### src/rtl/core/tqpvm_pkg.sv
// ----------------------------------------------------------------------------
// tqpvm_pkg: shared types and constants of the polar vertex mapper
// Payload records of the division and rotation chains, the arctangent table
// and the reset values of the configuration registers.
// ----------------------------------------------------------------------------
package tqpvm_pkg;

  // Default sizes of the angle fraction and of the rotation chain.
  localparam int ANGLE_BITS_DEF    = 16;
  localparam int CORDIC_STAGES_DEF = 16;
  localparam int MAX_STAGES        = 24;

  // Field widths.
  localparam int CX_W   = 17;
  localparam int RAD_W  = 13;
  localparam int PH_W   = 32;
  localparam int ROT_W  = 34;

  // Configuration register indexes.
  typedef enum logic [1:0] {
    REG_WORLD_WIDTH = 2'd0,
    REG_CENTER_X    = 2'd1,
    REG_CENTER_Y    = 2'd2,
    REG_BLOCK_SCALE = 2'd3
  } reg_idx_t;

  localparam logic [16:0] WORLD_WIDTH_RST = 17'd256;
  localparam logic [8:0]  BLOCK_SCALE_RST = 9'd16;

  // Start vector length: the inverse of the rotation gain in Q4.30.
  localparam logic signed [ROT_W-1:0] GAIN_Q30 = 34'sd652032874;

  // One corner while its phase is being divided out.
  typedef struct packed {
    logic [CX_W-1:0]  cx;
    logic [RAD_W-1:0] rad;
    logic [1:0]       corner;
    logic [CX_W-1:0]  rem;
    logic [PH_W-1:0]  phase;
  } div_t;

  // One corner while it is being rotated.
  typedef struct packed {
    logic signed [ROT_W-1:0] x;
    logic signed [ROT_W-1:0] y;
    logic signed [ROT_W-1:0] z;
    logic [RAD_W-1:0]        rad;
    logic [1:0]              corner;
  } rot_t;

  // Arctangent of 2^-idx in units of 2^-32 turn.
  function automatic logic signed [ROT_W-1:0] atan_turn(input int idx);
    logic signed [ROT_W-1:0] a;
    case (idx)
      0:  a = 34'sd536870912;
      1:  a = 34'sd316933406;
      2:  a = 34'sd167458907;
      3:  a = 34'sd85004756;
      4:  a = 34'sd42667331;
      5:  a = 34'sd21354465;
      6:  a = 34'sd10679838;
      7:  a = 34'sd5340245;
      8:  a = 34'sd2670163;
      9:  a = 34'sd1335087;
      10: a = 34'sd667544;
      11: a = 34'sd333772;
      12: a = 34'sd166886;
      13: a = 34'sd83443;
      14: a = 34'sd41722;
      15: a = 34'sd20861;
      16: a = 34'sd10430;
      17: a = 34'sd5215;
      18: a = 34'sd2608;
      19: a = 34'sd1304;
      20: a = 34'sd652;
      21: a = 34'sd326;
      22: a = 34'sd163;
      23: a = 34'sd81;
      default: a = '0;
    endcase
    return a;
  endfunction

endpackage

### src/rtl/core/tqpvm_div_cell.sv
// ----------------------------------------------------------------------------
// tqpvm_div_cell: one restoring division step
// Shifts one bit into the remainder and subtracts the width when it fits.
// Modulo cells take the bit from the column; fraction cells shift in zero
// and record the quotient bit in the phase.
// ----------------------------------------------------------------------------
module tqpvm_div_cell #(
  parameter bit IS_MOD = 1'b1,
  parameter int BIT    = 0
) (
  input  logic           clk,
  input  logic           rst,
  input  logic           en,
  input  logic [16:0]    width,
  input  logic           v_in,
  input  tqpvm_pkg::div_t d_in,
  output logic           v_out,
  output tqpvm_pkg::div_t d_out
);
  import tqpvm_pkg::*;

  logic        bit_in;
  logic [17:0] shifted;
  logic [17:0] diff;
  logic        ge;
  div_t        d_next;

  // Bit that enters the remainder in this step.
  if (IS_MOD) begin : g_mod
    assign bit_in = d_in.cx[CX_W-1-BIT];
  end else begin : g_frac
    assign bit_in = 1'b0;
  end

  assign shifted = {d_in.rem, bit_in};
  assign diff    = shifted - {1'b0, width};
  assign ge      = (shifted >= {1'b0, width});

  // Restoring step; the remainder stays below the width.
  always_comb begin
    d_next     = d_in;
    d_next.rem = ge ? diff[CX_W-1:0] : shifted[CX_W-1:0];
    if (!IS_MOD) begin
      d_next.phase[PH_W-1-BIT] = ge;
    end
  end

  always_ff @(posedge clk) begin
    if (rst) begin
      v_out <= 1'b0;
    end else if (en) begin
      v_out <= v_in;
    end
  end

  always_ff @(posedge clk) begin
    if (en) begin
      d_out <= d_next;
    end
  end
endmodule

### config.mk
export PLATFORM = sky130hd
export DESIGN_NAME = tqpvm_div_cell
export DESIGN_NICKNAME = d
export VERILOG_FILES = /design/src/rtl/core/tqpvm_pkg.sv /design/src/rtl/core/tqpvm_div_cell.sv
export SDC_FILE = /design/constraint.sdc
export NUM_CORES = 1
export LEC_CHECK = 0
export BUFFER_PORTS_ARGS = -buffer_cell sky130_fd_sc_hd__buf_2
export CORE_UTILIZATION = 49
export DETAILED_ROUTE_END_ITERATION = 12
export GPL_ROUTABILITY_DRIVEN = 0
export GPL_TIMING_DRIVEN = 0
export PLACE_DENSITY_LB_ADDON = 0.25
export SLEW_MARGIN = 30
export SYNTH_ARGS = -nofsm -noshare
export SYNTH_HDL_FRONTEND = slang
export SYNTH_SLANG_ARGS = --single-unit
### constraint.sdc
create_clock -name clk -period 7.2 [get_ports clk]
set_input_delay 1.08 -clock clk [delete_from_list [all_inputs] [get_ports clk]]
set_output_delay 1.08 -clock clk [all_outputs]
set_load 0.02 [all_outputs]
==> reports/qor.csv <==
metric,value,unit
switchingPower,0.327,mW
synth.top_cells.by_area,"edfxtp_1 (66%), ha_1 (5.8%), mux2_4 (3.7%)",
drt_iter0_markers,102,
fmax,291,MHz
average_detailed_routed_wire_length_per_instance,15.8,um
hp-start,v_out$_SDFFE_PP0P_,
grt_setup_unrepaired,false,
die_outline_width,88.7,um
worstSetupPathType,primary input to flop,
max-vdd-ir-drop,0.000113,V
report.final.setup_viol,0,
finalSetupTns,0,ns
final.period_utilization,0.477,
avgViaCountPerCell,4.96,
setup_ws,3.77,ns
totalPowerFinal,1.28,mW
htree_levels,3,
avgSynthCellArea,15.2,um2
clk_latency,0.34,ns
grt_pass1_wl,12.3,mm
yosysWarningCount,0,
netlist-cell-type-count,46,
tightestPinTransition,0.725,ns
final_layout_size_suffix_gt1_frac,0.509,
placeableCoreArea,7250,um2
drt_pre_antenna_iters,4,
r2r-start,v_out$_SDFFE_PP0P_,
cp_max_delay_cell,o41ai_4,
worst-path-max-fanout,10,
r2r_cells,2,
crit_path_max_incr_delay,0.68,ns
boundaryPins,184,
mappedNetlistArea,3680,um2
power.density,256,nW/um2
timing_hold_violations_final,0,
fin_util,0.691,
status,completed,
sequentialPowerShare,0.459,
placement.io_buffers,183,
dp_hpwl,6.61,mm
stdcell_count,541,
ctsHoldBuffers,0,
insertedDiodeCount,0,
cts_tree,done,
pin_count_of_the_biggest_net_entering_global_routing,52,
fillcell_total,543,
crit_path_cell_trace,"buf_2, inv_1, ha_1, inv_1, fa_1, a21oi_2, o211ai_2, a21oi_2, o31a_1, o41ai_4, buf_6, mux2_4",
syn2layout_area_growth,36.2,%
residual_antenna_violating_net_count_after_detailed_routing,0,
timing.hold.ws,0.497,ns
placement.setup.worst_slack,3.38,ns
timing.critical_path.arrival,3.53,ns
final_net_count,558,
fp.dieH,88.7,um
hold_end,v_out$_SDFFE_PP0P_,
worst_ep_required_time,7.29,ns
synth_top_area_frac,0.661,
setup.worst_path.start_class,primary input,
synth_enable_flop_cells,81,
placed_cell_count,526,
timing.reg2reg.setup_slack,6.61,ns
regToRegEndpoint,v_out$_SDFFE_PP0P_,
path_clk_slew,0.08,ns
fp.dieArea,7870,um2
maxCapViolations,0,
initial_standard_cell_utilization_of_the_core,0.508,
grt_use_total,0.216,
netlist.top_cell.by_area,edfxtp_1,
grt_pass1_vias,2511,
initial_antenna_violation_count,0,
fin_crit,3.43,ns
total_internal_power,0.955,mW
timing.clock.skew,0,ns
yosys_register_bits,82,
pwr-share-clk,0.335,
p_leak,2.30,nW
postSynthNetCount,363,
syn-instance-count,243,
async_set_or_reset_flop_fraction_in_the_synthesized_netlist,0,
drt-total-wl,8.57,mm
number_of_remaining_drc_errors,0,
ys_seq_area_frac,0.666,
cts_inserted_buffers,9,
vias,2686,
placementRows,31,
clockRootBuffer,clkbuf_8,
cts.repair_timing.setup_buffer_count,0,
relSlewSlack,0.515,
globalRoute.totalOverflow,0,
pwr-share-comb,0.206,
critical_path_end_type,flop,
swShare,0.255,
multiInputGateArea,1120,um2
min_delay_path_depth,2,
numClockSinks,82,
detailed_place.area,4750,um2
final_cell_area,5010,um2
clock_tree_buffer_depth,2,
post_cts_resized,0,
seq_area,2450,um2
timing.hold.worst.class,flop to flop,
synth_flop_cell,edfxtp_1,
slew_viol_final,0,
## area by class of cell
cell class              instances  area share
well taps                      99      0.0247
multi-input cells             135       0.224
inverters                      23      0.0172
repair buffers                184       0.189
clock inverters                 6      0.0275
clock buffers                   9      0.0247
flip-flops and latches         82       0.489
plain buffers                   3     0.00424
## power groups by stage
stage / clock (mW) / sequential, mW / combinational, mW
6_report: 0.429 / 0.588 / 0.264
5_1_grt: 0.453 / 0.594 / 0.286
4_1_cts: 0.437 / 0.589 / 0.266
3_5_place_dp: 0 / 0.599 / 0.265
3_3_place_gp: 0 / 0.599 / 0.257
2_1_floorplan: 0 / 0.661 / 0.103
## registers in the layout (all words and copies together), names as in the netlist
| signal | cells |
|---|---|
| v_out | 1 |
| d_out | 81 |
## per-layer routing
layer	wire length (um)	vias up	track usage
met1	3170	1232	0.233
met2	4460	125	0.388
met4	210	0	0.103
li1	-	1311	-
met5	0	-	0
met3	732	18	0.0625
## worst max path at each step
stage          startpoint                  end  slack [ns]  depth (start not counted)
6_report         d_in[80]  d_out[43]$_DFFE_PP_        3.77                         12
5_1_grt          d_in[80]  d_out[43]$_DFFE_PP_        3.62                         12
4_1_cts          d_in[80]  d_out[43]$_DFFE_PP_        3.72                         12
3_5_place_dp     d_in[80]  d_out[43]$_DFFE_PP_        3.38                         12
3_3_place_gp     d_in[80]  d_out[45]$_DFFE_PP_        3.42                         12
2_1_floorplan    d_in[80]  d_out[39]$_DFFE_PP_        3.90                         11
## placed cells by master (no fill, tap or decap), drive strengths merged, types with 2 or more instances in the layout
cell / synthesis / routed
edfxtp: 81 / 81
a21o: 2 / 2
buf: 3 / 187
nand3: 5 / 5
inv: 23 / 25
clkbuf: 0 / 9
nand2: 11 / 11
a21oi: 14 / 14
mux2: 16 / 16
and2: 2 / 2
a211oi: 2 / 2
o31a: 2 / 2
bufinv: 0 / 4
mux2i: 3 / 3
ha: 17 / 17
nor2: 10 / 10
o211ai: 3 / 3
nor3: 5 / 5
o21a: 2 / 2
a2111oi: 2 / 2
nand4: 3 / 3
xnor2: 4 / 4
and3: 2 / 2
o21ai: 8 / 8
xor2: 7 / 7
## synthesized netlist by cell type, types with 2 or more instances
library cell / number
mux2i_1: 3
and2_1: 2
a211oi_1: 2
o21ai_0: 7
nor2_1: 10
nand4_1: 3
nor3_1: 5
xor2_1: 7
mux2_4: 9
a21oi_1: 12
nand3_1: 5
ha_1: 17
mux2_2: 7
and3_1: 2
buf_2: 2
o211ai_1: 2
a21oi_2: 2
o21a_1: 2
edfxtp_1: 81
xnor2_1: 4
inv_1: 23
o31a_1: 2
nand2_1: 10
a21o_1: 2
## worst max-delay path: cells and delay by family
family	cells	cell delay, ns
compound gates	5	1.19
fa+ha+maj	2	0.41
buf+inv	4	0.52
mux	1	0.31
## logic make-up after synthesis
kind of cell / Yosys count / synth area share
xor gates and xnor gates: 11 / 0.0262
muxes: 19 / 0.0663
AOI/OAI and AO/OA: 43 / 0.0900
DFF: 82 / 0.666
buffers and inverters: 26 / 0.0292
and+or+nand+nor: 44 / 0.0591
adders and majority gates: 18 / 0.0632
Power figures use the tool's default switching activity.
