$ cat src/rtl/core/tqpvm_pkg.sv
// ----------------------------------------------------------------------------
// tqpvm_pkg: shared types and constants of the polar vertex mapper
// Payload records of the division and rotation chains, the arctangent table
// and the reset values of the configuration registers.
// ----------------------------------------------------------------------------
package tqpvm_pkg;

  // Default sizes of the angle fraction and of the rotation chain.
  localparam int ANGLE_BITS_DEF    = 16;
  localparam int CORDIC_STAGES_DEF = 16;
  localparam int MAX_STAGES        = 24;

  // Field widths.
  localparam int CX_W   = 17;
  localparam int RAD_W  = 13;
  localparam int PH_W   = 32;
  localparam int ROT_W  = 34;

  // Configuration register indexes.
  typedef enum logic [1:0] {
    REG_WORLD_WIDTH = 2'd0,
    REG_CENTER_X    = 2'd1,
    REG_CENTER_Y    = 2'd2,
    REG_BLOCK_SCALE = 2'd3
  } reg_idx_t;

  localparam logic [16:0] WORLD_WIDTH_RST = 17'd256;
  localparam logic [8:0]  BLOCK_SCALE_RST = 9'd16;

  // Start vector length: the inverse of the rotation gain in Q4.30.
  localparam logic signed [ROT_W-1:0] GAIN_Q30 = 34'sd652032874;

  // One corner while its phase is being divided out.
  typedef struct packed {
    logic [CX_W-1:0]  cx;
    logic [RAD_W-1:0] rad;
    logic [1:0]       corner;
    logic [CX_W-1:0]  rem;
    logic [PH_W-1:0]  phase;
  } div_t;

  // One corner while it is being rotated.
  typedef struct packed {
    logic signed [ROT_W-1:0] x;
    logic signed [ROT_W-1:0] y;
    logic signed [ROT_W-1:0] z;
    logic [RAD_W-1:0]        rad;
    logic [1:0]              corner;
  } rot_t;

  // Arctangent of 2^-idx in units of 2^-32 turn.
  function automatic logic signed [ROT_W-1:0] atan_turn(input int idx);
    logic signed [ROT_W-1:0] a;
    case (idx)
      0:  a = 34'sd536870912;
      1:  a = 34'sd316933406;
      2:  a = 34'sd167458907;
      3:  a = 34'sd85004756;
      4:  a = 34'sd42667331;
      5:  a = 34'sd21354465;
      6:  a = 34'sd10679838;
      7:  a = 34'sd5340245;
      8:  a = 34'sd2670163;
      9:  a = 34'sd1335087;
      10: a = 34'sd667544;
      11: a = 34'sd333772;
      12: a = 34'sd166886;
      13: a = 34'sd83443;
      14: a = 34'sd41722;
      15: a = 34'sd20861;
      16: a = 34'sd10430;
      17: a = 34'sd5215;
      18: a = 34'sd2608;
      19: a = 34'sd1304;
      20: a = 34'sd652;
      21: a = 34'sd326;
      22: a = 34'sd163;
      23: a = 34'sd81;
      default: a = '0;
    endcase
    return a;
  endfunction

endpackage

$ cat src/rtl/core/tqpvm_vertex_if.sv
// ----------------------------------------------------------------------------
// tqpvm_vertex_if: vertex result channel
// Carries one screen vertex in Q24.8 with its corner code.
// ----------------------------------------------------------------------------
interface tqpvm_vertex_if;
  logic        valid;
  logic        ready;
  logic [31:0] vertex_x;
  logic [31:0] vertex_y;
  logic [1:0]  corner;
  logic        last_vertex;

  modport source (output valid, vertex_x, vertex_y, corner, last_vertex, input ready);
  modport sink   (input valid, vertex_x, vertex_y, corner, last_vertex, output ready);
endinterface

$ cat src/rtl/core/tqpvm_scale.sv
// ----------------------------------------------------------------------------
// tqpvm_scale: radius, center and block scale
// Three registered steps: radius product, center add with scale product,
// then rounding and saturation into the output register.
// ----------------------------------------------------------------------------
module tqpvm_scale (
  input  logic                clk,
  input  logic                rst,
  input  logic                en,
  input  logic signed [15:0]  center_x,
  input  logic signed [15:0]  center_y,
  input  logic [8:0]          block_scale,
  input  logic                v_in,
  input  tqpvm_pkg::rot_t      d_in,
  tqpvm_vertex_if.source      vertex
);
  import tqpvm_pkg::*;

  logic                v1, v2;
  logic signed [47:0]  px, py;
  logic [1:0]          cor1, cor2;
  logic signed [57:0]  sx, sy;
  logic signed [47:0]  ax, ay;
  logic signed [57:0]  rx, ry;
  logic signed [35:0]  qx, qy;

  // Center in Q18.30 added to the radius product.
  assign ax = px + ({{2{center_x[15]}}, center_x, 30'd0});
  assign ay = py + ({{2{center_y[15]}}, center_y, 30'd0});

  // Round half up, then floor shift.
  assign rx = sx + 58'sd2097152;
  assign ry = sy + 58'sd2097152;
  assign qx = rx[57:22];
  assign qy = ry[57:22];

  function automatic logic [31:0] sat32(input logic signed [35:0] v);
    logic [31:0] r;
    if (v[35:31] == 5'b00000 || v[35:31] == 5'b11111) begin
      r = v[31:0];
    end else if (v[35]) begin
      r = 32'h8000_0000;
    end else begin
      r = 32'h7fff_ffff;
    end
    return r;
  endfunction

  always_ff @(posedge clk) begin
    if (rst) begin
      v1           <= 1'b0;
      v2           <= 1'b0;
      vertex.valid <= 1'b0;
    end else if (en) begin
      v1           <= v_in;
      v2           <= v1;
      vertex.valid <= v2;
    end
  end

  always_ff @(posedge clk) begin
    if (en) begin
      px                 <= 48'($signed({1'b0, d_in.rad}) * d_in.x);
      py                 <= 48'($signed({1'b0, d_in.rad}) * d_in.y);
      cor1               <= d_in.corner;
      sx                 <= 58'(ax * $signed({1'b0, block_scale}));
      sy                 <= 58'(ay * $signed({1'b0, block_scale}));
      cor2               <= cor1;
      vertex.vertex_x    <= sat32(qx);
      vertex.vertex_y    <= sat32(qy);
      vertex.corner      <= cor2;
      vertex.last_vertex <= (cor2 == 2'd3);
    end
  end
endmodule

$ cat src/flat_wrapper.sv
// flat-port wrapper written by rule: the top's interface ports become plain ports
module tqpvm_scale_flat import tqpvm_pkg::*;
  (clk, rst, en, center_x, center_y, block_scale, v_in, d_in, vertex_valid, vertex_vertex_x, vertex_vertex_y, vertex_corner, vertex_last_vertex, vertex_ready);
  tqpvm_vertex_if vertex_i ();
  input  logic clk;
  input  logic rst;
  input  logic en;
  input  logic signed [15:0] center_x;
  input  logic signed [15:0] center_y;
  input  logic [8:0] block_scale;
  input  logic v_in;
  input  tqpvm_pkg::rot_t d_in;
  output wire logic [$bits(vertex_i.valid)-1:0] vertex_valid;
  output wire logic [$bits(vertex_i.vertex_x)-1:0] vertex_vertex_x;
  output wire logic [$bits(vertex_i.vertex_y)-1:0] vertex_vertex_y;
  output wire logic [$bits(vertex_i.corner)-1:0] vertex_corner;
  output wire logic [$bits(vertex_i.last_vertex)-1:0] vertex_last_vertex;
  input wire logic [$bits(vertex_i.ready)-1:0] vertex_ready;
  assign vertex_valid = vertex_i.valid;
  assign vertex_vertex_x = vertex_i.vertex_x;
  assign vertex_vertex_y = vertex_i.vertex_y;
  assign vertex_corner = vertex_i.corner;
  assign vertex_last_vertex = vertex_i.last_vertex;
  assign vertex_i.ready = vertex_ready;
  tqpvm_scale u_core (.clk(clk), .rst(rst), .en(en), .center_x(center_x), .center_y(center_y), .block_scale(block_scale), .v_in(v_in), .d_in(d_in), .vertex(vertex_i));
endmodule
$ cat config.mk
export PLATFORM = sky130hd
export DESIGN_NAME = tqpvm_scale_flat
export DESIGN_NICKNAME = d
export VERILOG_FILES = /design/src/rtl/core/tqpvm_pkg.sv /design/src/rtl/core/tqpvm_vertex_if.sv /design/src/rtl/core/tqpvm_scale.sv /design/src/flat_wrapper.sv
export SDC_FILE = /design/constraint.sdc
export NUM_CORES = 2
export LEC_CHECK = 0
export CAP_MARGIN = 5
export CORE_MARGIN = 1
export CORE_UTILIZATION = 65
export CTS_CLUSTER_SIZE = 8
export DETAILED_ROUTE_END_ITERATION = 10
export DONT_BUFFER_PORTS = 1
export PLACE_DENSITY_LB_ADDON = 0.2
export SLEW_MARGIN = 20
export SYNTH_ARGS = -nofsm -noshare
export SYNTH_HDL_FRONTEND = slang
export SYNTH_SLANG_ARGS = --single-unit
$ cat constraint.sdc
create_clock -name clk -period 9.86 [get_ports clk]
set_clock_uncertainty 0.1 [all_clocks]
set_input_delay 0.493 -clock clk [delete_from_list [all_inputs] [get_ports clk]]
set_output_delay 0.493 -clock clk [all_outputs]
set_load 0.005 [all_outputs]
==> flow_metrics.env <==
export IMPL_setup_worst_path_end_class="register"
export IMPL_core_rows=118
export IMPL_worst_setup_path_type="register to register"
export IMPL_worstHoldEndpoint="u_core.py[0]"
export IMPL_timing_critical_path_mode_cell="sky130_fd_sc_hd__fa_1"
export IMPL_initial_utilization=0.657
export IMPL_kind_of_start_point_of_the_critical_path="register"
export IMPL_cts_htree_levels=2
export IMPL_io_pins=231
export IMPL_fin_util=0.675
export IMPL_path_class_of_the_lowest_slack_min_delay_path="primary input to register"
export IMPL_synth_area_per_cell_sq_um=9.50
export IMPL_post_synth_top_area_fraction=0.432
export IMPL_max_clock_path_buffers=3
export IMPL_crit_arrival_ps=8900
export IMPL_crit_reg2reg_capture="u_core.sy[57]"
export IMPL_period_minus_slack_ps=8710
export IMPL_maxCapViolations=0
export IMPL_grt_antenna_before_repair=3
export IMPL_cp_required_ps=10050
export IMPL_post_synth_instance_area_sq_um=68300
export IMPL_share_of_final_layout_standard_cells_stronger_than_drive_strength_1=0.0133
export IMPL_reg2reg_depth=31
export IMPL_clk_root_buffer_cell="sky130_fd_sc_hd__clkbuf_16"
export IMPL_synthDistinctLibCells=84
export IMPL_die_boundary_height_um=326
export IMPL_final_hold_viol_count=0
export IMPL_synth_main_ff_cell="sky130_fd_sc_hd__edfxtp_1"
export IMPL_initialDrtViolationCount=3360
export IMPL_path_clk_slew_ps=60
export IMPL_synth_area_top_cells="sky130_fd_sc_hd__fa_1, sky130_fd_sc_hd__edfxtp_1, sky130_fd_sc_hd__ha_1"
export IMPL_layout_cells_most_common="sky130_fd_sc_hd__fa_1"
export IMPL_ys_seq_area_frac=0.107
export IMPL_gp_congestion=0.900
export IMPL_detail_route_vias_per_cell=5.76
export IMPL_cell_with_the_largest_stage_delay_on_the_worst_path="sky130_fd_sc_hd__fa_1"
export IMPL_design_die_area_sq_um=106000
export IMPL_regToRegStartpoint="u_core.py[30]"
export IMPL_critical_path_peak_fanout=9
export IMPL_synth_seq_cells=244
export IMPL_num_nets_final=9112
export IMPL_timing_setup_tns_ps=0
export IMPL_postSynthCellCount=7197
export IMPL_slowest_delay_ps=550
export IMPL_clock_sinks=244
export IMPL_worst_slew_pin_transition_ps=1200
export IMPL_route_antenna_remaining_nets=0
export IMPL_pin_count_of_the_biggest_net_entering_global_routing=159
export IMPL_rsz0062_at_grt="no"
export IMPL_global_route_overflow_total=0
export IMPL_hp_start="d_in[49]"
export IMPL_asyncSetResetFlopFracSynth=0
export IMPL_tritoncts="yes"
export IMPL_netlist_top_cell_by_area="sky130_fd_sc_hd__fa_1"
export IMPL_timing_max_slew_rel_slack=0.196
export IMPL_post_route_period_util=0.883
export IMPL_ff_to_ff_setup_slack_ps=1150
export IMPL_synthesis_nets=9348
export IMPL_routed_wire_length_per_instance_um=18.7
export IMPL_worstHoldPathCells=1
export IMPL_via_count=48100
export IMPL_first_pass_iters=6
export IMPL_source_to_sink_clock_delay_at_the_later_pin_of_the_worst_skew_pair_ps=570
export IMPL_synth_enable_flop_cells=241
export IMPL_timing_final_max_slew_violations=0
export IMPL_gr_usage_all_layers=0.306
export IMPL_run_status="finished clean"
export IMPL_input_output_buffers=0
export IMPL_cts_buffers=38
export IMPL_first_pass_grt_wire_length_um=262000
export IMPL_final_cell_mix="sky130_fd_sc_hd__fa_1, sky130_fd_sc_hd__inv_1, sky130_fd_sc_hd__and2_1"
export IMPL_finalSetupViolations=0
export IMPL_setup_worst_path_start="u_core.py[30]"
export IMPL_area_delta_synth_final_pct=2.74
export IMPL_nFillCells=8224
export IMPL_achievable_frequency_mhz=115
export IMPL_route_final_wire_length_um=156000
export IMPL_detail_route_drc_violations=0
export IMPL_cts_repair_timing_setup_buffer_count=0
export IMPL_grt_pass1_vias=52000
export IMPL_die_w_um=326
export IMPL_number_of_warnings_reported_in_the_yosys_synthesis_log=0
export IMPL_dp_hpwl_um=120000
export IMPL_core_region_area_sq_um=104000
[routing by layer]
layer  share of wire  up-vias  global-route usage
met5         0.00021        -                   0
met4           0.023        4              0.0755
met3           0.082      278              0.0586
met2            0.46     1736               0.493
met1            0.43    24700               0.431
li1                -    21400                   -
[per-stage QoR]
step	setup slack (ps)	area (sq um)	hold slack [ps]	instances
floorplan	1950	68300	300	7197
global placement	1330	69000	305	8294
detailed placement	1100	69000	305	8294
CTS	1210	70200	12.8	8355
global route	725	70200	18.7	8355
finish	1150	70200	43.2	8356
[logic make-up after synthesis]
family	synth area share
xor gates and xnor gates	0.0384
and+or+nand+nor	0.168
AOI/OAI and AO/OA	0.0627
DFF	0.107
muxes	0.000879
buffers and inverters	0.0973
adders and majority gates	0.526
[flip-flops by register name, indices dropped and copies added, names as in the netlist]
register / count
u_core.cor1: 2
u_core.cor2: 2
u_core.px: 48
u_core.py: 48
u_core.sx: 37
u_core.sy: 37
u_core.v1: 1
u_core.v2: 1
u_core.vertex.corner: 2
u_core.vertex.last_vertex: 1
u_core.vertex.valid: 1
u_core.vertex.vertex_x: 32
u_core.vertex.vertex_y: 32
[worst max-delay path, delay by kind of cell (launching register included)]
kind / cells / cell delay (ps)
AO/OA/AOI/OAI: 13 / 3060
XOR/XNOR: 3 / 370
adder cells (fa/ha/maj): 8 / 3530
buffers and inverters: 4 / 390
flip-flops: 1 / 390
AND/OR/NAND/NOR: 3 / 620
[synthesized netlist by cell type, types with 6 or more instances]
| cell type | n |
|---|---|
| sky130_fd_sc_hd__nor2_1 | 110 |
| sky130_fd_sc_hd__clkbuf_1 | 282 |
| sky130_fd_sc_hd__nand2_1 | 872 |
| sky130_fd_sc_hd__o21a_1 | 22 |
| sky130_fd_sc_hd__and2_1 | 997 |
| sky130_fd_sc_hd__a221o_1 | 6 |
| sky130_fd_sc_hd__nor2b_1 | 29 |
| sky130_fd_sc_hd__nor3_1 | 21 |
| sky130_fd_sc_hd__a41oi_1 | 7 |
| sky130_fd_sc_hd__inv_1 | 1474 |
| sky130_fd_sc_hd__ha_1 | 512 |
| sky130_fd_sc_hd__edfxtp_1 | 241 |
| sky130_fd_sc_hd__o21bai_1 | 35 |
| sky130_fd_sc_hd__nand3_1 | 67 |
| sky130_fd_sc_hd__xor2_1 | 118 |
| sky130_fd_sc_hd__nand2b_1 | 17 |
| sky130_fd_sc_hd__or2_2 | 7 |
| sky130_fd_sc_hd__xnor2_1 | 180 |
| sky130_fd_sc_hd__a31o_2 | 7 |
| sky130_fd_sc_hd__a31oi_1 | 20 |
| sky130_fd_sc_hd__a21o_1 | 109 |
| sky130_fd_sc_hd__nand4_1 | 34 |
| sky130_fd_sc_hd__mux2i_1 | 6 |
| sky130_fd_sc_hd__o21ai_0 | 124 |
| sky130_fd_sc_hd__and4_1 | 14 |
| sky130_fd_sc_hd__o21ai_1 | 15 |
| sky130_fd_sc_hd__a2111oi_0 | 6 |
| sky130_fd_sc_hd__a21oi_1 | 213 |
| sky130_fd_sc_hd__a221oi_1 | 11 |
| sky130_fd_sc_hd__and3_1 | 34 |
| sky130_fd_sc_hd__o31ai_1 | 11 |
| sky130_fd_sc_hd__fa_1 | 1476 |
| sky130_fd_sc_hd__a211oi_1 | 19 |
[final cells by class]
class,count,area [sq um],share of cell area
sequential,244,7300,0.104
inverter,1474,5530,0.0788
antenna,1,2.50,0.0000356
multi-input combinational,5186,54400,0.775
clock inverter,7,61.3,0.000873
clock buffer,47,1010,0.0143
timing repair buffer,17,163,0.00232
tap,1380,1730,0.0246
[how the worst max path moves through the flow]
stage / cells past startpoint / slack, ps / to
global placement: 29 / 1330 / u_core.sx[57]
detailed placement: 29 / 1100 / u_core.sx[57]
finish: 31 / 1150 / u_core.sy[57]
global route: 31 / 720 / u_core.sy[57]
CTS: 29 / 1210 / u_core.sx[57]
floorplan: 32 / 1950 / u_core.sy[57]
[repair_timing]
action	4_1_cts	5_1_grt
resized for setup	0	0
hold endpoints to repair	92	0
hold buffers	7	0
Power is not shown: default switching activity piles up to over one toggle a cycle in this logic, so the estimate is an artifact.
