==> src/rtl/core/tqpvm_pkg.sv <==
// ----------------------------------------------------------------------------
// tqpvm_pkg: shared types and constants of the polar vertex mapper
// Payload records of the division and rotation chains, the arctangent table
// and the reset values of the configuration registers.
// ----------------------------------------------------------------------------
package tqpvm_pkg;

  // Default sizes of the angle fraction and of the rotation chain.
  localparam int ANGLE_BITS_DEF    = 16;
  localparam int CORDIC_STAGES_DEF = 16;
  localparam int MAX_STAGES        = 24;

  // Field widths.
  localparam int CX_W   = 17;
  localparam int RAD_W  = 13;
  localparam int PH_W   = 32;
  localparam int ROT_W  = 34;

  // Configuration register indexes.
  typedef enum logic [1:0] {
    REG_WORLD_WIDTH = 2'd0,
    REG_CENTER_X    = 2'd1,
    REG_CENTER_Y    = 2'd2,
    REG_BLOCK_SCALE = 2'd3
  } reg_idx_t;

  localparam logic [16:0] WORLD_WIDTH_RST = 17'd256;
  localparam logic [8:0]  BLOCK_SCALE_RST = 9'd16;

  // Start vector length: the inverse of the rotation gain in Q4.30.
  localparam logic signed [ROT_W-1:0] GAIN_Q30 = 34'sd652032874;

  // One corner while its phase is being divided out.
  typedef struct packed {
    logic [CX_W-1:0]  cx;
    logic [RAD_W-1:0] rad;
    logic [1:0]       corner;
    logic [CX_W-1:0]  rem;
    logic [PH_W-1:0]  phase;
  } div_t;

  // One corner while it is being rotated.
  typedef struct packed {
    logic signed [ROT_W-1:0] x;
    logic signed [ROT_W-1:0] y;
    logic signed [ROT_W-1:0] z;
    logic [RAD_W-1:0]        rad;
    logic [1:0]              corner;
  } rot_t;

  // Arctangent of 2^-idx in units of 2^-32 turn.
  function automatic logic signed [ROT_W-1:0] atan_turn(input int idx);
    logic signed [ROT_W-1:0] a;
    case (idx)
      0:  a = 34'sd536870912;
      1:  a = 34'sd316933406;
      2:  a = 34'sd167458907;
      3:  a = 34'sd85004756;
      4:  a = 34'sd42667331;
      5:  a = 34'sd21354465;
      6:  a = 34'sd10679838;
      7:  a = 34'sd5340245;
      8:  a = 34'sd2670163;
      9:  a = 34'sd1335087;
      10: a = 34'sd667544;
      11: a = 34'sd333772;
      12: a = 34'sd166886;
      13: a = 34'sd83443;
      14: a = 34'sd41722;
      15: a = 34'sd20861;
      16: a = 34'sd10430;
      17: a = 34'sd5215;
      18: a = 34'sd2608;
      19: a = 34'sd1304;
      20: a = 34'sd652;
      21: a = 34'sd326;
      22: a = 34'sd163;
      23: a = 34'sd81;
      default: a = '0;
    endcase
    return a;
  endfunction

endpackage

==> src/rtl/core/tqpvm_cordic_cell.sv <==
// ----------------------------------------------------------------------------
// tqpvm_cordic_cell: one rotation step
// Turns the vector by the arctangent of 2^-BIT toward a zero residual angle.
// ----------------------------------------------------------------------------
module tqpvm_cordic_cell #(
  parameter int BIT = 0
) (
  input  logic           clk,
  input  logic           rst,
  input  logic           en,
  input  logic           v_in,
  input  tqpvm_pkg::rot_t d_in,
  output logic           v_out,
  output tqpvm_pkg::rot_t d_out
);
  import tqpvm_pkg::*;

  localparam logic signed [ROT_W-1:0] ATAN = atan_turn(BIT);

  logic signed [ROT_W-1:0] dx;
  logic signed [ROT_W-1:0] dy;
  rot_t                    d_next;

  // Floor shifts of the cross terms.
  assign dx = d_in.y >>> BIT;
  assign dy = d_in.x >>> BIT;

  always_comb begin
    d_next = d_in;
    if (!d_in.z[ROT_W-1]) begin
      d_next.x = d_in.x - dx;
      d_next.y = d_in.y + dy;
      d_next.z = d_in.z - ATAN;
    end else begin
      d_next.x = d_in.x + dx;
      d_next.y = d_in.y - dy;
      d_next.z = d_in.z + ATAN;
    end
  end

  always_ff @(posedge clk) begin
    if (rst) begin
      v_out <= 1'b0;
    end else if (en) begin
      v_out <= v_in;
    end
  end

  always_ff @(posedge clk) begin
    if (en) begin
      d_out <= d_next;
    end
  end
endmodule

==> config.mk <==
export PLATFORM = sky130hd
export DESIGN_NAME = tqpvm_cordic_cell
export DESIGN_NICKNAME = d
export VERILOG_FILES = /design/src/rtl/core/tqpvm_pkg.sv /design/src/rtl/core/tqpvm_cordic_cell.sv
export SDC_FILE = /design/constraint.sdc
export NUM_CORES = 1
export LEC_CHECK = 0
export ABC_AREA = 1
export BUFFER_PORTS_ARGS = -buffer_cell sky130_fd_sc_hd__clkbuf_2
export CORE_MARGIN = 5
export CORE_UTILIZATION = 30
export CTS_BUF_LIST = sky130_fd_sc_hd__clkbuf_8
export DETAILED_ROUTE_END_ITERATION = 6
export PLACE_DENSITY = 0.57
export SYNTH_ARGS = -nofsm -noshare
export SYNTH_HDL_FRONTEND = slang
export SYNTH_SLANG_ARGS = --single-unit
==> constraint.sdc <==
create_clock -name clk -period 2.82 [get_ports clk]
set_input_delay 0.564 -clock clk [delete_from_list [all_inputs] [get_ports clk]]
set_output_delay 0.564 -clock clk [all_outputs]
set_load 0.01 [all_outputs]
==> flow_summary.yaml, run 1 <==
status:
  run_status: "finished, final reports clean"
logic_synthesis:
  leading_cell_types_by_total_area_after_synthesis: "sky130_fd_sc_hd__edfxtp_1 32%, sky130_fd_sc_hd__nand2_1 14%, sky130_fd_sc_hd__ha_1 12%, sky130_fd_sc_hd__inv_1 7.2%, sky130_fd_sc_hd__nand3_1 6.9%"
  synth_top_area_share_pct: 32.4
  synthesis.instances: 1524
  synth_area_per_cell_sq_um: 7.06
  dominantRegCellSynth: "sky130_fd_sc_hd__edfxtp_1"
  netlist_top_cells_count: "412 x sky130_fd_sc_hd__nand2_1, 206 x sky130_fd_sc_hd__inv_1, 148 x sky130_fd_sc_hd__nand3_1"
  synth.distinct_cells: 44
  synth_seq_area_share_pct: 32.6
  number_of_synthesized_flops_with_an_enable_pin: 116
  synth_async_sr_flop_share_pct: 0
  yosys_warnings: 0
  synth_top_area_cell: "sky130_fd_sc_hd__edfxtp_1"
  net_count_after_synthesis: 1751
  flip_flop_and_latch_count_after_synthesis: 117
  synthMostInstantiatedCell: "sky130_fd_sc_hd__nand2_1"
  netlist_area_sq_mm: 0.0108
clocking:
  clock_tree_root_buffer_cell: "sky130_fd_sc_hd__clkbuf_8"
  h-tree-depth: 4
  cts_inserted_buffers: 17
  cts-root-to-sink-buffers: 2
  hold_buffers: 0
  cts_resized: 0
  register_clock_pin_slew_on_the_reported_worst_setup_and_hold_paths_ns: 0.07
  clock_sinks: 117
  postCtsSetupRepairBufs: 0
  cts_tree: "yes"
  clock_latency_reported_for_the_late_side_of_the_worst_skew_pair_ns: 0.46
sta:
  timing.max_slew.rel_slack_pct: 67.4
  fin_worst_hold_slack_ns: 0.244
  period_share_pct: 85.1
  setup_repair_after_global_routing_missed_its_margin: "no"
  transition_at_the_pin_with_the_smallest_max_transition_slack_ns: 0.483
  timing.final.setup_violations: 0
  fin_skew_ns: 0
  report.final.hold_viol_count: 0
  f_max_mhz: 417
  drv_slew: 0
  min_period_ns: 2.40
cells_and_area:
  regArea_sq_mm: 0.00350
  final.fill_count: 3857
  area_delta_synth_final_pct: 28.0
  final_nets: 2104
  area_occupied_by_multi_input_gates_sq_mm: 0.00621
  postLayoutCoreUtil_pct: 38.8
  finish.cell_count_without_fillers: 2352
  drive_gt1_share_pct: 22.8
die:
  floorplan.core_area_sq_mm: 0.0355
  floorplan.io_pins: 239
  rows: 69
  die_width_microns: 199
  chipHeight_microns: 199
  floorplan.die_area_sq_mm: 0.0398
  floorplan.initialDensity_pct: 30.3
setup_path:
  critical_path_buf_inv_count: 4
  worst_setup_path_start_kind: "primary input"
  cp_cell_sequence: "clkbuf_2, inv_1, ha_1, a21oi_1, buf_4, o21ai_0, nand3b_1, nand2_1, nand4_1, nand2_1, o21ai_0, buf_4"
  end_kind: "flop"
  worst-path-stages: 12
  cp_top_family: "compound AO/OA/AOI/OAI gates"
  critical_path_arrival_ns: 2.74
  critical-path-slowest-cell: "sky130_fd_sc_hd__ha_1"
  critPathMaxFanout: 8
  worst-r2r-cell-count: 2
  critical-path-max-stage-delay_ns: 0.49
  worst_ep_required_time_ns: 3.16
  timing_worst_setup_path_type: "in2reg"
placement:
  routabilityCongestion: 0.981
  place.detailed.instances: 2319
  placement.io_buffers: 238
  place.detailed.hpwl_microns: 34300
pwr:
  static-leakage-power_nw: 7.02
  power-per-cell-area_mw_per_mm2: 453
  power.total_mw: 6.24
  peakVddDrop_mv: 0.448
grt:
  total_congestion_overflow_after_global_routing: 0
  wire_length_of_the_first_global_routing_pass_microns: 61400
  grt_max_degree: 71
  grt_pass1_vias: 11200
  grt_antenna_before_repair: 1
  groute.usage.overall_pct: 20.1
routing:
  detail_route.vias_per_cell: 4.87
  dr_total_vias: 11500
  route.detailed.drc: 0
  drtAntennaViolNets: 0
  detail_route.iter0.violations: 821
  routed_wirelength_microns: 40800
  detail_route.wl_per_cell_microns: 17.4
  dr.pass1.iters: 5
hold_path:
  hold_path_class: "in2reg"
  hold-path-cell-count: 2
run:
  drv_cap: 0
-- where the power goes --
part	switching, mW	internal [mW]
combinational	1.49	0.903
sequential	0.0620	2.17
clock	0.833	0.787
total	2.38	3.86
-- cells by family after synthesis --
family                     share of synthesized area [%]
xor gates and xnor gates                            2.36
buffers and inverters                               9.73
muxes                                              0.186
and+or+nand+nor                                     29.2
adders and majority gates                           12.6
AOI/OAI and AO/OA                                   13.4
DFF                                                 32.6
-- layout by cell type, fill, tap and decap left out, types with 4 or more instances in the layout --
cell and instances:
sky130_fd_sc_hd__o21bai_1 9, sky130_fd_sc_hd__clkinv_2 4, sky130_fd_sc_hd__clkbuf_8 17, sky130_fd_sc_hd__o21ai_1 10, sky130_fd_sc_hd__nand3_1 148, sky130_fd_sc_hd__o211ai_1 6, sky130_fd_sc_hd__a21o_1 11, sky130_fd_sc_hd__edfxtp_1 116
sky130_fd_sc_hd__o31ai_1 4, sky130_fd_sc_hd__xor2_1 28, sky130_fd_sc_hd__o22ai_1 4, sky130_fd_sc_hd__nand4_1 12, sky130_fd_sc_hd__clkbuf_2 237, sky130_fd_sc_hd__a21boi_0 4, sky130_fd_sc_hd__or2_2 4, sky130_fd_sc_hd__nand2_1 412
sky130_fd_sc_hd__buf_12 5, sky130_fd_sc_hd__inv_1 206, sky130_fd_sc_hd__nor3_1 12, sky130_fd_sc_hd__nor2_1 140, sky130_fd_sc_hd__o21ai_0 82, sky130_fd_sc_hd__buf_4 135, sky130_fd_sc_hd__ha_1 102, sky130_fd_sc_hd__a21oi_1 130
sky130_fd_sc_hd__fa_1 4
-- layer usage --
metal	routed length, microns	share of wire [%]	GRT usage (%)
met1	18600	45	27.2
met2	18500	45	33.0
met3	2680	6.6	2.95
met4	1070	2.6	6.52
met5	0	0	0
-- worst reg2reg max path, cell delays in order (launching register included) --
cell	delay (ns)
sky130_fd_sc_hd__dfxtp_1	0.32
sky130_fd_sc_hd__mux2i_1	0.12
sky130_fd_sc_hd__nor2_1	0.05
-- cell type report --
type                       count  share of cell area, %
timing repair buffer         377                   16.7
clock buffer                  17                   1.70
inverter                     210                   5.73
antenna                        1                 0.0182
multi-input combinational   1154                   45.1
tap                          461                   4.19
clock inverter                15                   1.12
sequential                   117                   25.4
-- sequential cells by signal, indices dropped and copies added, names as in the netlist --
| register | cells |
|---|---|
| d_out | 116 |
| v_out | 1 |
-- path summary, 6_finish.rpt --
| kind | end | startpoint | slack, ns |
|---|---|---|---|
| max | d_out[68] | d_in[57] | 0.42 |
| min | v_out | rst | 0.24 |
| max reg2reg | v_out | v_out | 2.23 |
| min reg2reg | v_out | v_out | 0.51 |
-- per-stage QoR --
| stage | instance area, sq um | setup slack (ns) | setup TNS, ns |
|---|---|---|---|
| 3_5_place_dp | 13400 | -0.0580 | -0.147 |
| 3_3_place_gp | 13400 | -0.0494 | -0.0973 |
| 2_1_floorplan | 10800 | 0.567 | 0 |
| 5_1_grt | 13800 | 0.251 | 0 |
| 6_report | 13800 | 0.421 | 0 |
| 4_1_cts | 13800 | 0.484 | 0 |
(Power assumes the default switching activity.)
==> inputs of run 2 (changes only) <==
clock period = 2.8 ns   (was 2.82 ns; I/O delays follow)
==> run 2 against run 1 <==
Against the previous run: count of clock-buffer cells in the layout unchanged; power up 0.43%; sequential share of layout area down 0.26 points; utilization up 0.41 points; die area unchanged; register-to-register slack about the same; clock power down 4%; combinational power up 3%; clock skew unchanged; critical path type unchanged; largest cell class unchanged.
==> flow_summary.yaml, run 2 (synthesized netlist as in run 1, its figures left out) <==
clocking:
  cts_tree: "yes"
  cts-root-to-sink-buffers: 2
  register_clock_pin_slew_on_the_reported_worst_setup_and_hold_paths_ns: 0.07
  hold_buffers: 0
  clock_latency_reported_for_the_late_side_of_the_worst_skew_pair_ns: 0.46
  h-tree-depth: 4
  cts_resized: 0
  clock_sinks: 117
  postCtsSetupRepairBufs: 0
  cts_inserted_buffers: 17
  clock_tree_root_buffer_cell: "sky130_fd_sc_hd__clkbuf_8"
routing:
  dr.pass1.iters: 5
  routedLengthMet1_microns: 18800
  detail_route.wl_per_cell_microns: 17.4
  drtAntennaViolNets: 0
  routed_wirelength_microns: 41300
  route.detailed.drc: 0
  detail_route.vias_per_cell: 4.83
  wl_met2_microns: 18600
  detail_route.iter0.violations: 798
  maxUsedRoutingLayer: "met4"
  wl_met3_microns: 2450
  dr_total_vias: 11500
grt:
  wire_length_of_the_first_global_routing_pass_microns: 61800
  grt_pass1_vias: 11300
  total_congestion_overflow_after_global_routing: 0
  groute.usage.overall_pct: 20.3
  grt_max_degree: 62
  grt_antenna_before_repair: 1
setup_path:
  cp_cell_sequence: "clkbuf_2, inv_1, ha_1, inv_1, a21oi_1, o21ai_0, a21oi_1, buf_4, nand4_1, nand3_1, o21ai_0, buf_4"
  critPathMaxFanout: 8
  worst_setup_path_start_kind: "primary input"
  critical_path_arrival_ns: 2.63
  timing_worst_setup_path_type: "in2reg"
  critical-path-slowest-cell: "sky130_fd_sc_hd__ha_1"
  worst_ep_required_time_ns: 3.03
  end_kind: "flop"
  critical-path-max-stage-delay_ns: 0.47
pwr:
  share_clk_of_total_power_pct: 24.9
  power.internal_mw: 3.91
  static-leakage-power_nw: 7.13
  power_share_of_the_combinational_group_pct: 39.3
  sw_frac_of_total_pct: 37.6
  power.total_mw: 6.27
  peakVddDrop_mv: 0.376
  power-per-cell-area_mw_per_mm2: 451
  total_switching_power_mw: 2.36
  seqPwrFrac_pct: 35.8
sta:
  fin_skew_ns: 0
  period_share_pct: 86.0
  timing.final.setup_violations: 0
  f_max_mhz: 415
  setup_repair_after_global_routing_missed_its_margin: "no"
  worst_slack_ns: 0.392
  report.final.hold_viol_count: 0
  timing.max_slew.rel_slack_pct: 47.4
  min_period_ns: 2.41
  transition_at_the_pin_with_the_smallest_max_transition_slack_ns: 0.789
  drv_slew: 0
  fin_worst_hold_slack_ns: 0.247
cells_and_area:
  top_regs: "d_out x116, v_out x1"
  finish.cell_count_without_fillers: 2373
  area_delta_synth_final_pct: 29.3
  regArea_sq_mm: 0.00350
  max_flop_register: "d_out"
  most-common-layout-cells: "412 x sky130_fd_sc_hd__nand2_1, 237 x sky130_fd_sc_hd__clkbuf_2, 208 x sky130_fd_sc_hd__inv_1"
  largest_register_ff_count: 116
  final_common_cell: "sky130_fd_sc_hd__nand2_1"
  area_occupied_by_multi_input_gates_sq_mm: 0.00621
  final.fill_count: 3802
  final_nets: 2125
  drive_gt1_share_pct: 23.4
  final_cell_area_sq_mm: 0.0139
run:
  drv_cap: 0
die:
  floorplan.core_area_sq_mm: 0.0355
  floorplan.io_pins: 239
  floorplan.die_area_sq_mm: 0.0398
  chipHeight_microns: 199
  rows: 69
  die_width_microns: 199
  floorplan.initialDensity_pct: 30.3
placement:
  place.detailed.instances: 2340
  place.detailed.hpwl_microns: 34700
  place_area_sq_mm: 0.0135
  routabilityCongestion: 0.987
  preCtsSetupSlack_ns: -0.0561
  placement.io_buffers: 238
status:
  run_status: "finished, final reports clean"
hold_path:
  hold_path_class: "in2reg"
==> run 2: cell count changes in the layout (fill, tap and decap cells not counted), sizes merged <==
cell / delta
inv: +1
buf: +21
clkinvlp: -1
==> run 2: layer usage <==
layer | vias up | track usage, %
li1 | 5759 | -
met1 | 5249 | 27.1
met2 | 389 | 33.4
met3 | 62 | 2.55
met4 | 0 | 8.18
met5 | - | 0
==> run 2: final cells by class <==
cell class / instances / share of cell area (%)
multi-input combinational: 1154 / 44.6
timing repair buffer: 398 / 17.7
tap: 461 / 4.14
antenna: 1 / 0.0180
clock buffer: 17 / 1.68
inverter: 210 / 5.67
clock inverter: 15 / 1.01
sequential: 117 / 25.2
==> run 2: critical path, delay by kind of cell <==
kind / cells / cell delay [ns]
fa+ha+maj: 1 / 0.47
simple gates: 2 / 0.21
buf+inv: 5 / 0.56
compound gates: 4 / 0.83
==> run 2: final timing paths <==
path                             endpoint  cells after the start  slack [ns]      from
worst max register to register      v_out                      2        2.22     v_out
worst min register to register      v_out                      2        0.50     v_out
worst min-delay path                v_out                      2        0.25       rst
worst max-delay path            d_out[68]                     12        0.39  d_in[67]
==> run 2: power by group through the flow <==
stage	Sequential, mW	Clock [mW]	Combinational, mW
2_1_floorplan	2.39	0	1.20
3_3_place_gp	2.29	0	2.43
3_5_place_dp	2.29	0	2.45
4_1_cts	2.25	1.65	2.46
5_1_grt	2.27	1.70	2.72
6_report	2.25	1.56	2.46
==> run 2: through the flow <==
stage,setup TNS (ns),util [%]
after floorplan,0,-
after global placement,-0.444,38.2
after CTS,0,39.2
after global routing,0,39.2
final,0,39.2
after detailed placement,-0.346,38.2
==> inputs of run 3 (changes only) <==
REMOVE_ABC_BUFFERS = 1   (was default)
SLEW_MARGIN = 20   (was default)
==> run 3 against run 2 <==
Against the previous run: hold slack worse by 0.010 ns; sequential share of layout area down 0.28 points; critical path depth up 3; wire length up 0.41%; clock skew unchanged; cell area up 1.1%; die area unchanged; clock power up 3%; count of clock-buffer cells in the layout unchanged; critical path type unchanged; critical endpoint is now d_out[116]; largest cell class unchanged.
==> flow_summary.yaml, run 3 (synthesized netlist as in run 1, its figures left out) <==
die:
  floorplan.initialDensity_pct: 30.3
  floorplan.die_area_sq_mm: 0.0398
  chipHeight_microns: 199
  floorplan.core_area_sq_mm: 0.0355
  die_width_microns: 199
  rows: 69
  floorplan.io_pins: 239
clocking:
  cts_inserted_buffers: 17
  register_clock_pin_slew_on_the_reported_worst_setup_and_hold_paths_ns: 0.07
  clock_sinks: 117
  clock_tree_root_buffer_cell: "sky130_fd_sc_hd__clkbuf_8"
  cts-root-to-sink-buffers: 2
  h-tree-depth: 4
  cts_tree: "yes"
  cts_resized: 0
  clock_latency_reported_for_the_late_side_of_the_worst_skew_pair_ns: 0.47
  postCtsSetupRepairBufs: 0
  hold_buffers: 0
pwr:
  power-per-cell-area_mw_per_mm2: 451
  power.total_mw: 6.35
  power.internal_mw: 3.95
  static-leakage-power_nw: 7.22
  share_clk_of_total_power_pct: 25.4
  total_switching_power_mw: 2.40
  seqPwrFrac_pct: 35.4
  sw_frac_of_total_pct: 37.8
  peakVddDrop_mv: 0.353
  power_share_of_the_combinational_group_pct: 39.2
cells_and_area:
  final.fill_count: 3747
  area_delta_synth_final_pct: 30.8
  max_flop_register: "d_out"
  largest_register_ff_count: 116
  finish.cell_count_without_fillers: 2397
  most-common-layout-cells: "412 x sky130_fd_sc_hd__nand2_1, 237 x sky130_fd_sc_hd__clkbuf_2, 206 x sky130_fd_sc_hd__inv_1"
  final_nets: 2151
  antenna-diode-count: 0
  final_common_cell: "sky130_fd_sc_hd__nand2_1"
  top_regs: "d_out x116, v_out x1"
  drive_gt1_share_pct: 24.6
  postLayoutCoreUtil_pct: 39.7
  final_cell_area_sq_mm: 0.0141
grt:
  grt_antenna_before_repair: 0
  grt_pass1_vias: 11500
  wire_length_of_the_first_global_routing_pass_microns: 62600
  total_congestion_overflow_after_global_routing: 0
  grt_max_degree: 62
  groute.usage.overall_pct: 20.5
setup_path:
  critical_path_arrival_ns: 2.62
  reg_to_reg_slack_setup_ns: 2.21
  worst_setup_path_start_kind: "primary input"
  worst_ep_required_time_ns: 3.03
  critPathMaxFanout: 7
  timing_worst_setup_path_type: "in2reg"
  worst-r2r-cell-count: 2
  end_kind: "flop"
sta:
  timing.max_slew.rel_slack_pct: 50.6
  report.final.hold_viol_count: 0
  f_max_mhz: 418
  fin_worst_hold_slack_ns: 0.237
  min_period_ns: 2.39
  fin_skew_ns: 0
  timing.final.setup_violations: 0
  period_share_pct: 85.5
  drv_slew: 0
  transition_at_the_pin_with_the_smallest_max_transition_slack_ns: 0.741
  setup_repair_after_global_routing_missed_its_margin: "no"
routing:
  maxUsedRoutingLayer: "met4"
  wl_met3_microns: 2530
  dr_total_vias: 11600
  drtAntennaViolNets: 0
  detail_route.wl_per_cell_microns: 17.3
  routedLengthMet1_microns: 18600
  dr.pass1.iters: 6
  detail_route.vias_per_cell: 4.84
  routed_wirelength_microns: 41400
  route.detailed.drc: 0
  detail_route.iter0.violations: 741
  wl_met2_microns: 18800
hold_path:
  hold_path_class: "in2reg"
  hold-path-cell-count: 2
status:
  run_status: "finished, final reports clean"
placement:
  place.detailed.hpwl_microns: 35300
  placement.io_buffers: 238
  place.detailed.instances: 2366
  routabilityCongestion: 0.954
  place_area_sq_mm: 0.0137
run:
  drv_cap: 0
-- run 3: changes by cell type in the layout (fill, tap and decap cells not counted) --
| cell | change |
|---|---|
| sky130_fd_sc_hd__inv_8 | +1 |
| sky130_fd_sc_hd__inv_6 | -1 |
| sky130_fd_sc_hd__clkinvlp_4 | +1 |
| sky130_fd_sc_hd__clkinv_2 | -2 |
| sky130_fd_sc_hd__buf_4 | +30 |
| sky130_fd_sc_hd__diode_2 | -1 |
| sky130_fd_sc_hd__clkinv_1 | -1 |
| sky130_fd_sc_hd__buf_12 | -4 |
| sky130_fd_sc_hd__inv_1 | -2 |
| sky130_fd_sc_hd__clkinv_4 | +3 |
-- run 3: stage by stage --
step | setup WS, ns | TNS [ns]
final | 0.405 | 0
after global routing | 0.215 | 0
after CTS | 0.507 | 0
after detailed placement | -0.0341 | -0.0732
after global placement | -0.0304 | -0.0957
after floorplan | 0.452 | 0
-- run 3: power by group through the flow --
stage          combinational (mW)  clock [mW]  sequential [mW]
2_1_floorplan                1.15           0             2.39
3_3_place_gp                 2.47           0             2.28
3_5_place_dp                 2.47           0             2.29
4_1_cts                      2.49        1.68             2.25
5_1_grt                      2.76        1.77             2.27
6_report                     2.49        1.61             2.24
-- run 3: layout make-up --
cell class	instances	area (sq um)	share of cell area (%)
clock buffer	17	234	1.66
sequential	117	3500	24.9
multi-input combinational	1154	6210	44.1
timing repair buffer	424	2600	18.5
tap	461	577	4.10
clock inverter	14	155	1.10
inverter	210	790	5.61
-- run 3: critical path, stage by stage --
cell and delay (ns):
sky130_fd_sc_hd__clkbuf_2 0.11, sky130_fd_sc_hd__inv_1 0.05, sky130_fd_sc_hd__ha_1 0.43, sky130_fd_sc_hd__inv_1 0.12
sky130_fd_sc_hd__nand2_1 0.08, sky130_fd_sc_hd__nand2_1 0.07, sky130_fd_sc_hd__a21boi_0 0.31, sky130_fd_sc_hd__nand2_1 0.18
sky130_fd_sc_hd__a21oi_1 0.27, sky130_fd_sc_hd__buf_4 0.17, sky130_fd_sc_hd__nand2_1 0.05, sky130_fd_sc_hd__nand2_1 0.05
sky130_fd_sc_hd__nand2_1 0.06, sky130_fd_sc_hd__nand2_1 0.06, sky130_fd_sc_hd__nand2_1 0.05
-- run 3: final timing paths --
path	start	endpoint
hold / removal	rst	v_out
setup / recovery	d_in[71]	d_out[116]
hold reg to reg	v_out	v_out
setup reg to reg	v_out	v_out
-- run 3: per-layer routing --
layer  vias to the layer above  GRT usage [%]
met4                         0           7.92
met5                         -              0
li1                       5799              -
met2                       386           33.9
met3                        71           3.44
met1                      5350           26.9
